==> config.mk <==
export PLATFORM = sky130hd
export DESIGN_NAME = whitespace_comment_squeezer_unit
export DESIGN_NICKNAME = d
export VERILOG_FILES = /design/src/design/wcs_pkg.sv /design/src/design/wcs_core.sv /design/src/design/whitespace_comment_squeezer_unit.sv
export SDC_FILE = /design/constraint.sdc
export NUM_CORES = 1
export LEC_CHECK = 0
export ABC_AREA = 1
export BUFFER_PORTS_ARGS = -buffer_cell sky130_fd_sc_hd__buf_2
export CORE_MARGIN = 2
export CORE_UTILIZATION = 30
export CTS_BUF_LIST = sky130_fd_sc_hd__clkbuf_16
export CTS_CLUSTER_SIZE = 30
export DETAILED_ROUTE_END_ITERATION = 8
export GPL_ROUTABILITY_DRIVEN = 0
export PLACE_DENSITY = 0.54
export SETUP_SLACK_MARGIN = 0.02
export SYNTH_ARGS = -nofsm -noshare
export SYNTH_HDL_FRONTEND = slang
export SYNTH_SLANG_ARGS = --single-unit
export TNS_END_PERCENT = 20
==> constraint.sdc <==
create_clock -name clk -period 2.7 [get_ports clk]
set_input_delay 0.135 -clock clk [delete_from_list [all_inputs] [get_ports clk]]
set_output_delay 0.135 -clock clk [all_outputs]
set_load 0.02 [all_outputs]
==> src/design/wcs_pkg.sv <==
package wcs_pkg;

  localparam logic [7:0] CH_TAB     = 8'h09;
  localparam logic [7:0] CH_LF      = 8'h0A;
  localparam logic [7:0] CH_CR      = 8'h0D;
  localparam logic [7:0] CH_SPACE   = 8'h20;
  localparam logic [7:0] CH_DASH    = 8'h2D;
  localparam logic [7:0] CH_STAR    = 8'h2A;
  localparam logic [7:0] CH_SLASH   = 8'h2F;
  localparam logic [7:0] CH_BSL     = 8'h5C;
  localparam logic [7:0] CH_LOWER_H = 8'h68;
  localparam logic [7:0] CH_LOWER_V = 8'h76;
  localparam logic [7:0] HELD_RESET = 8'h7E;

  typedef enum logic [5:0] {
    ST_OUT   = 6'b000001,
    ST_DASH  = 6'b000010,
    ST_SPACE = 6'b000100,
    ST_BSL   = 6'b001000,
    ST_SLASH = 6'b010000,
    ST_COMM  = 6'b100000
  } scan_state_t;

  typedef enum logic [1:0] {
    KIND_NONE  = 2'd0,
    KIND_BLOCK = 2'd1,
    KIND_LINE  = 2'd2
  } comment_kind_t;

  typedef struct packed {
    logic [7:0] in_byte;
    logic       string_last;
  } in_t;

  typedef struct packed {
    logic [7:0] out_byte;
    logic       byte_valid;
    logic       run_last;
    logic       string_end;
  } out_t;

  // results of one request: first, optional second
  typedef struct packed {
    out_t first;
    out_t second;
    logic two;
  } step_res_t;

endpackage

==> src/design/wcs_core.sv <==
module wcs_core (
  input  logic              clk,
  input  logic              rst_n,
  input  logic              step_en,
  input  logic              code_mode,
  input  wcs_pkg::in_t      req,
  output wcs_pkg::step_res_t res
);
  import wcs_pkg::*;

  scan_state_t   state_r, state_nxt;
  comment_kind_t kind_r, kind_nxt;
  logic [7:0]    held_r, held_nxt;

  logic [7:0] ch;
  logic [7:0] prior;
  logic       closes;
  logic [7:0] e0, e1;
  logic [1:0] n;

  assign ch = req.in_byte;

  always_comb begin
    prior = (kind_r == KIND_LINE) ? CH_SPACE : held_r;
    case (kind_r)
      KIND_LINE:  closes = (ch == CH_LF);
      KIND_BLOCK: closes = (prior == CH_STAR) && (ch == CH_SLASH);
      default:    closes = 1'b0;
    endcase
  end

  always_comb begin
    state_nxt = state_r;
    kind_nxt  = kind_r;
    held_nxt  = (ch != CH_SPACE) ? ch : prior;
    e0 = 8'h00;
    e1 = 8'h00;
    n  = 2'd0;
    case (state_r)
      ST_DASH: begin
        if (ch != CH_LOWER_V && ch != CH_LOWER_H) begin
          e0 = CH_DASH; e1 = ch; n = 2'd2;
          state_nxt = ST_OUT;
        end
      end
      ST_SPACE: begin
        if (code_mode && ch == CH_LF) begin
          e0 = CH_SPACE; n = 2'd1;
        end else if (ch != CH_SPACE) begin
          e0 = CH_SPACE; e1 = ch; n = 2'd2;
          state_nxt = ST_OUT;
        end
      end
      ST_BSL: begin
        if (ch != CH_LF) begin
          e0 = CH_BSL; e1 = ch; n = 2'd2;
          state_nxt = ST_OUT;
        end
      end
      ST_SLASH: begin
        if (ch == CH_STAR) begin
          state_nxt = ST_COMM;
          kind_nxt  = KIND_BLOCK;
        end else if (ch == CH_SLASH) begin
          state_nxt = ST_COMM;
          kind_nxt  = KIND_LINE;
        end else begin
          e0 = CH_SLASH; e1 = ch; n = 2'd2;
          state_nxt = ST_OUT;
        end
      end
      ST_COMM: begin
        if (closes) begin
          state_nxt = ST_OUT;
        end
      end
      default: begin
        state_nxt = ST_OUT;
        if (ch == CH_TAB) begin
          n = 2'd0;
        end else if (ch == CH_CR) begin
          if (!code_mode) begin
            e0 = ch; n = 2'd1;
          end
        end else if (ch == CH_LF) begin
          e0 = code_mode ? CH_SPACE : ch; n = 2'd1;
        end else if (ch == CH_SPACE) begin
          state_nxt = ST_SPACE;
        end else if (ch == CH_DASH) begin
          if (code_mode) begin
            e0 = ch; n = 2'd1;
          end else begin
            state_nxt = ST_DASH;
          end
        end else if (ch == CH_BSL) begin
          state_nxt = ST_BSL;
        end else if (ch == CH_SLASH) begin
          if (code_mode) begin
            state_nxt = ST_SLASH;
          end
        end else begin
          e0 = ch; n = 2'd1;
        end
      end
    endcase
    if (req.string_last) begin
      state_nxt = ST_OUT;
      kind_nxt  = KIND_NONE;
      held_nxt  = HELD_RESET;
    end
  end

  always_comb begin
    res.two               = (n == 2'd2);
    res.first.out_byte    = e0;
    res.first.byte_valid  = (n != 2'd0);
    res.first.run_last    = (n != 2'd2);
    res.first.string_end  = (n != 2'd2) && req.string_last;
    res.second.out_byte   = e1;
    res.second.byte_valid = 1'b1;
    res.second.run_last   = 1'b1;
    res.second.string_end = req.string_last;
  end

  always_ff @(posedge clk) begin
    if (!rst_n) begin
      state_r <= ST_OUT;
      kind_r  <= KIND_NONE;
      held_r  <= HELD_RESET;
    end else if (step_en) begin
      state_r <= state_nxt;
      kind_r  <= kind_nxt;
      held_r  <= held_nxt;
    end
  end

`ifndef NO_ASSERTIONS
  a_last_clears: assert property (@(posedge clk) disable iff (!rst_n)
    step_en && req.string_last |=>
      state_r == ST_OUT && kind_r == KIND_NONE && held_r == HELD_RESET)
    else $error("state not cleared after string end");

  a_pair_kept: assert property (@(posedge clk) disable iff (!rst_n)
    step_en && res.two |-> res.first.byte_valid && !res.first.run_last)
    else $error("malformed result pair");

  a_comment_kind: assert property (@(posedge clk) disable iff (!rst_n)
    state_r == ST_COMM |-> kind_r != KIND_NONE)
    else $error("comment state without comment kind");
`endif

endmodule

==> src/design/whitespace_comment_squeezer_unit.sv <==
// channel  | dir | handshake          | payload
// in_      | in  | in_valid/in_stall  | in_data   (wcs_pkg::in_t)
// out_     | out | out_valid/out_stall| out_data  (wcs_pkg::out_t)
// cfg_     | in  | cfg_valid/cfg_ready| cfg_data  (code_mode)
//
// A request is processed in the cycle it is accepted; its results wait in a
// two-entry output register. One request per cycle if out_stall is low and
// each yields one result; one yielding two holds the next until its second
// result leaves (one leaves per cycle unless stalled). Reset (rst_n low,
// synchronous) clears scan state, mode and the output register. in_stall is
// high while results remain that do not leave in the current cycle.
module whitespace_comment_squeezer_unit (
  input  logic          clk,
  input  logic          rst_n,
  input  logic          in_valid,
  output logic          in_stall,
  input  wcs_pkg::in_t  in_data,
  output logic          out_valid,
  input  logic          out_stall,
  output wcs_pkg::out_t out_data,
  input  logic          cfg_valid,
  output logic          cfg_ready,
  input  logic          cfg_data
);
  import wcs_pkg::*;

  logic      code_mode_r;
  out_t      slot0_r, slot1_r;
  logic [1:0] cnt_r, cnt_nxt;
  logic      in_acc, out_pop;
  step_res_t res;

  assign cfg_ready = 1'b1;
  assign out_valid = (cnt_r != 2'd0);
  assign out_data  = slot0_r;
  assign out_pop   = out_valid && !out_stall;
  assign in_stall  = !((cnt_r == 2'd0) || (cnt_r == 2'd1 && out_pop));
  assign in_acc    = in_valid && !in_stall;

  wcs_core u_core (
    .clk       (clk),
    .rst_n     (rst_n),
    .step_en   (in_acc),
    .code_mode (code_mode_r),
    .req       (in_data),
    .res       (res)
  );

  always_comb begin
    cnt_nxt = cnt_r;
    if (in_acc) begin
      cnt_nxt = res.two ? 2'd2 : 2'd1;
    end else if (out_pop) begin
      cnt_nxt = cnt_r - 2'd1;
    end
  end

  always_ff @(posedge clk) begin
    if (!rst_n) begin
      code_mode_r <= 1'b0;
      cnt_r       <= 2'd0;
    end else begin
      if (cfg_valid && cfg_ready) begin
        code_mode_r <= cfg_data;
      end
      cnt_r <= cnt_nxt;
    end
  end

  always_ff @(posedge clk) begin
    if (in_acc) begin
      slot0_r <= res.first;
      slot1_r <= res.second;
    end else if (out_pop) begin
      slot0_r <= slot1_r;
    end
  end

`ifndef NO_ASSERTIONS
  a_cnt_range: assert property (@(posedge clk) disable iff (!rst_n)
    cnt_r != 2'd3)
    else $error("output register overfilled");

  a_pair_loaded: assert property (@(posedge clk) disable iff (!rst_n)
    in_acc && res.two |=> cnt_r == 2'd2 && !slot0_r.run_last && slot1_r.run_last)
    else $error("result pair not queued in order");

  a_head_not_final: assert property (@(posedge clk) disable iff (!rst_n)
    cnt_r == 2'd2 |-> !slot0_r.run_last && !slot0_r.string_end)
    else $error("first of two results marked last");

  a_drain_single: assert property (@(posedge clk) disable iff (!rst_n)
    !in_acc && out_pop && cnt_r == 2'd2 |=> cnt_r == 2'd1 && slot0_r.run_last)
    else $error("second result lost on drain");
`endif

endmodule
# Yosys cells after proc, flatten, opt, wreduce, memory -nomap -nowiden
# Cells that the tools add are included.
[classes]
add_sub_neg = 1
eq_ne = 28
mux = 70
n_reduce_logical = 18
[op_table]
columns = ["op", "n"]
rows = [
  ["8-bit two-way mux", 20],
  ["6-bit two-way mux", 18],
  ["8-bit by 6-bit equality test with 1-bit output (second input constant)", 5],
  ["2-bit two-way mux", 20],
  ["8-bit one-hot mux with 5 select lines", 1],
  ["8-bit one-hot mux with 4 select lines", 1],
  ["6-bit one-hot mux with 5 select lines", 1],
  ["8-bit by 4-bit equality test with 1-bit output (second input constant)", 3],
  ["11-bit two-way mux", 2],
  ["8-bit by 7-bit != test with 1-bit output (second input constant)", 2],
  ["3-bit by 2-bit != test with 1-bit output (second input constant)", 4],
  ["2-bit one-hot mux with 5 select lines", 1],
  ["8-bit by 7-bit equality test with 1-bit output (second input constant)", 1],
  ["8-bit by 4-bit != test with 1-bit output (second input constant)", 1],
  ["8-bit by 6-bit != test with 1-bit output (second input constant)", 1],
  ["2-bit nonzero test", 4],
  ["1-bit logical AND", 7],
  ["7-bit two-way mux", 1],
  ["6-bit by 2-bit equality test with 1-bit output (second input constant)", 1],
  ["6-bit by 3-bit equality test with 1-bit output (second input constant)", 1],
  ["6-bit by 4-bit equality test with 1-bit output (second input constant)", 1],
  ["6-bit by 5-bit equality test with 1-bit output (second input constant)", 1],
  ["6-bit equality test (second input constant)", 1],
  ["6-bit AND reduction", 1],
  ["other kinds (13)", 18],
]
[word_totals]
register_bits = 39
in_bits = 15
out_inout_bits = 14
word_cells = 128

# Longest topological paths before layout
[logic_depth]
ltp_word = 12
ltp_mapped = 14
depth_no_buf = 14

# By module
# A second synthesis with hierarchy kept.
[hier_totals]
hier_cells = 353
area_unflattened_um2 = 2562.5
[by_module_without_submodules]
columns = ["module", "instances", "cells_each", "area_each_um2", "seq_area_each_um2"]
rows = [
  ["wcs_core", 1, 261, 1531.5, 320.3],
  ["whitespace_comment_squeezer_unit", 1, 92, 1031.0, 720.7],
]

# Worst setup path after synthesis
# OpenSTA, ideal clock, no wires.
[synth_path]
path_kind = "reg2reg"
from = "register cnt_r[0]"
to = "register slot0_r (netlist bit out_data[0]), enable pin"
setup_time_ns = 0.401
arrival_ns = 1.677
t_required_ns = 2.299
setup_slack_ns = 0.621
stages_incl_launch_ff = 8
n_path_buf = 1
period_less_slack_ns = 2.079
cell_sequence = "dfxtp_1 -> inv_1 -> ha_1 -> inv_1 -> nand2_1 -> nand2_1 -> clkbuf_1 -> o21ai_0"
[synth_via]
elab_chain_len = 6
word_cells_on_any_way = 8
cone_classes = "eq/ne: 1; reduce/logical: 7"
[synth_rtl]
columns = ["item", "line_no", "rtl"]
rows = [
  ["from (decl)", "whitespace_comment_squeezer_unit.sv:29", "logic [1:0] cnt_r, cnt_nxt;"],
  ["from (signal assigned)", "whitespace_comment_squeezer_unit.sv:66", "cnt_r <= cnt_nxt;"],
  ["2-bit nonzero test (*)", "whitespace_comment_squeezer_unit.sv:34", "assign out_valid = (cnt_r != 2'd0);"],
  ["net out_valid", "whitespace_comment_squeezer_unit.sv:18", "output logic out_valid,"],
  ["1-bit logical AND (*)", "whitespace_comment_squeezer_unit.sv:36", "assign out_pop = out_valid && !out_stall;"],
  ["1-bit logical AND", "whitespace_comment_squeezer_unit.sv:37", "assign in_stall = !((cnt_r == 2'd0) || (cnt_r == 2'd1 && out_pop));"],
  ["1-bit logical OR", "whitespace_comment_squeezer_unit.sv:37", ""],
  ["1-bit logical AND", "whitespace_comment_squeezer_unit.sv:38", "assign in_acc = in_valid && !in_stall;"],
  ["2-bit nonzero test (no line) (*)", "n/a", ""],
  ["to (signal assigned)", "whitespace_comment_squeezer_unit.sv:72", "slot0_r <= res.first;"],
  ["to (signal assigned)", "whitespace_comment_squeezer_unit.sv:75", "slot0_r <= slot1_r;"],
  ["to (decl)", "whitespace_comment_squeezer_unit.sv:28", "out_t slot0_r, slot1_r;"],
]
# The timed path passes the listed nets; every way through them passes the cells marked *.
# A chain may end at the register's enable or synchronous reset.

# Worst setup path after layout
[layout_path]
from = "register cnt_r[0]"
to = "register slot0_r (netlist bit out_data[4]) (data pin)"
[layout_via]
elab_chain_len = 6
word_cells_on_any_way = 8
cone_classes = "eq/ne: 1; mux: 1; reduce/logical: 6"
[layout_rtl]
columns = ["item", "line_no", "rtl"]
rows = [
  ["2-bit nonzero test", "whitespace_comment_squeezer_unit.sv:34", ""],
  ["1-bit logical AND", "whitespace_comment_squeezer_unit.sv:36", ""],
  ["1-bit logical AND", "whitespace_comment_squeezer_unit.sv:37", ""],
  ["1-bit logical OR (*)", "whitespace_comment_squeezer_unit.sv:37", ""],
  ["1-bit logical AND (*)", "whitespace_comment_squeezer_unit.sv:38", ""],
  ["11-bit two-way mux (*)", "whitespace_comment_squeezer_unit.sv:71", "if (in_acc) begin"],
]
# Mark *: on every way between the ends. The rest lies on a longest branch, timed or not.

==> results by group <==
Outcome
  – Outcome: finished clean

CTS
  – H-tree levels: 2
  – Clk sinks: 39
  – Hold-fix buffers, CTS: 0
  – CTS tree: done
  – Clock slew at reported path FFs: 60 ps
  – Clock latency at the later pin of the worst-skew pair: 280 ps
  – CTS root buf: clkbuf_16
  – CTS resizes: 0
  – Total CTS buffers: 5
  – Clock buffer depth: 2
  – Setup Fix Bufs, Post-CTS: 0

Floorplanning
  – Die height: 93.30 um
  – Die Area: 8705 um2
  – Core area: 7727 um2
  – Initial Util: 0.3096
  – FP Rows: 32
  – I/O pin cnt: 29
  – Die width: 93.30 um

Yosys
  – Ys Warns: 0
  – Post-Synthesis Cells: 336
  – Synth top area share: 0.2510
  – Synth top area cells: edfxtp_1 25%, dfxtp_1 16%, nor2_1 9.6%, nand2_1 9.3%, inv_1 7.1%
  – Synthesized flop and latch total: 39
  – Synth Area per Inst: 7.120 um2
  – Seq/Total Area, Yosys: 0.4100
  – Post-Syn Area: 2392 um2
  – Syn_nets: 355
  – Distinct cells, synth: 31
  – Synth area leader: edfxtp_1

STA
  – Tmin final: 1980 ps
  – Final worst-path cycle share: 0.7332
  – Tightest Pin Transition: 617.0 ps
  – Setup_tns: 0 ps
  – Slew headroom: 0.5882
  – RSZ-0062 raised after global routing: no
  – Fmax: 505.2 MHz
  – Pins Over Slew Limit: 0
  – Clock skew: 3.359 ps
  – Hold Fails Final Rpt: 0
  – Final Setup Violations: 0

Worst setup path
  – Crit. End Element: flip-flop
  – Slowest CP cell: inv_1
  – Critical Path, Cell by Cell: inv_1 -> ha_1 -> inv_1 -> nand2_1 -> nand2_1 -> inv_1 -> buf_4 -> nor2_1 -> a31oi_1
  – Crit path kind: reg2reg
  – CP required: 2820 ps
  – Worst path arrival time: 2100 ps
  – CP Launch Type: flip-flop
  – Worst path top cell family by delay: buffers and inverters
  – Crit path buffers/inverters: 4
  – Worst path most repeated cell: inv_1
  – Crit Path Max Fanout: 20
  – Max stage delay on crit path: 460 ps

Route
  – Via/cell ratio: 4.836
  – Initial drt markers: 231
  – Routed wire length: 6377 um
  – DRT Pass-1 Iters: 5
  – Drt drc: 0
  – Wire per inst: 13.57 um
  – Vias: 2273
  – Routed Antenna Nets: 0

Global route
  – Initial antenna violation count: 0
  – Global route overflow: 0
  – Vias in the first global route: 2192
  – GRT Overall Usage: 0.1563
  – Global-route wire length before repair: 10550 um
  – Pin count of the biggest net entering global routing: 21

Placement
  – Placed instance area: 2648 um2
  – IO buf count: 27
  – HPWL after detailed placement: 4978 um

Finish
  – Commonest cells after routing, fill and taps aside: 61 x nor2_1, 59 x nand2_1, 45 x inv_1, 27 x buf_2, 26 x nand3_1
  – # diodes: 0
  – Nets: 386
  – Share of layout cells above drive strength 1: 0.1848
  – Final Cell Area: 2788 um2
  – Commonest non-fill, non-tap cell in the layout: nor2_1
  – Area Overhead vs Synth: 16.53%

Worst hold path
  – Hold Crit Class: in2reg

Power
  – Pwr dens: 648.1 nW/um2
  – Peak VDD IR: 0.2345 mV
  – Leakage: 0.001308 uW

Flow run
  – Max cap viols: 0
## worst reg2reg max path, stage by stage, from the launching register on
cell and delay, ps:
dfxtp_1 330, inv_1 60, ha_1 200, inv_1 70, nand2_1 80, nand2_1 70, inv_1 460, buf_4 320
nor2_1 60, a31oi_1 160
## final timing paths
check / startpoint / endpoint / slack, ps / cells after the start
worst min-delay path: cfg_data / code_mode_r / 80 / 3
worst min register to register: u_core.held_r[7] / u_core.held_r[7] / 480 / 2
worst max-delay path: cnt_r[0] / out_data[4] / 720 / 9
worst max register to register: cnt_r[0] / out_data[4] / 720 / 9
## power breakdown
part	internal, uW	switching (uW)
combinational	150	327
clock	335	228
sequential	736	30.9
total	1220	586
## final cells by class
cell class / instances / area [um2]
clock inverters: 3 / 15.01
fillers: 825 / 4940
well taps: 102 / 127.6
clock buffers: 5 / 125.1
inverters: 55 / 206.4
flip-flops and latches: 39 / 980.9
repair buffers: 30 / 157.7
multi-input cells: 236 / 1175
## synthesized netlist by cell type (all sizes together)
cell type and n:
ha 4, o211ai 4, nor3 7, buf 4, xor2 1, dfxtp 19
a31oi 3, clkbuf 2, nand4 8, nor2 72, nor3b 1, nand3 29
inv 55, o31ai 1, conb 1, o2111ai 1, o22ai 1, o21ai 17
nand3b 2, a21oi 20, edfxtp 20, nand2 64
## stage by stage
stage / power [uW] / hold WS (ps) / setup slack (ps) / utilization / cells
floorplan: 1107 / 233.9 / 621.4 / - / 336
global route: 1915 / 112.5 / 526.8 / 0.3608 / 470
detailed placement: 1260 / 372.4 / 717.4 / 0.3426 / 462
CTS: 1829 / 82.24 / 695.3 / 0.3608 / 470
finish: 1807 / 81.24 / 720.5 / 0.3608 / 470
global placement: 1251 / 369.3 / 786.6 / 0.3426 / 462
## flip-flops by register name (all words and copies together) (netlist names)
register	flops
u_core.held_r	8
u_core.kind_r	2
code_mode_r	1
cnt_r	2
out_data	11
u_core.state_r	6
slot1_r	9
## metal layers
layer | share of wire | vias to the layer above | track usage
li1 | - | 1156 | -
met1 | 0.46 | 1022 | 0.1993
met2 | 0.47 | 81 | 0.2566
met3 | 0.050 | 14 | 0.02901
met4 | 0.026 | 0 | 0.06985
met5 | 0 | - | 0
## kinds of logic after synthesis
logic type | count (synthesis) | synth area share
fa+ha+maj | 4 | 0.02092
buf+inv | 61 | 0.09885
simple gates | 183 | 0.3546
compound gates | 47 | 0.1104
other cells | 1 | 0.001568
xor+xnor | 1 | 0.003662
flops | 39 | 0.4100
Note: power is estimated with default switching activity, not from simulation.
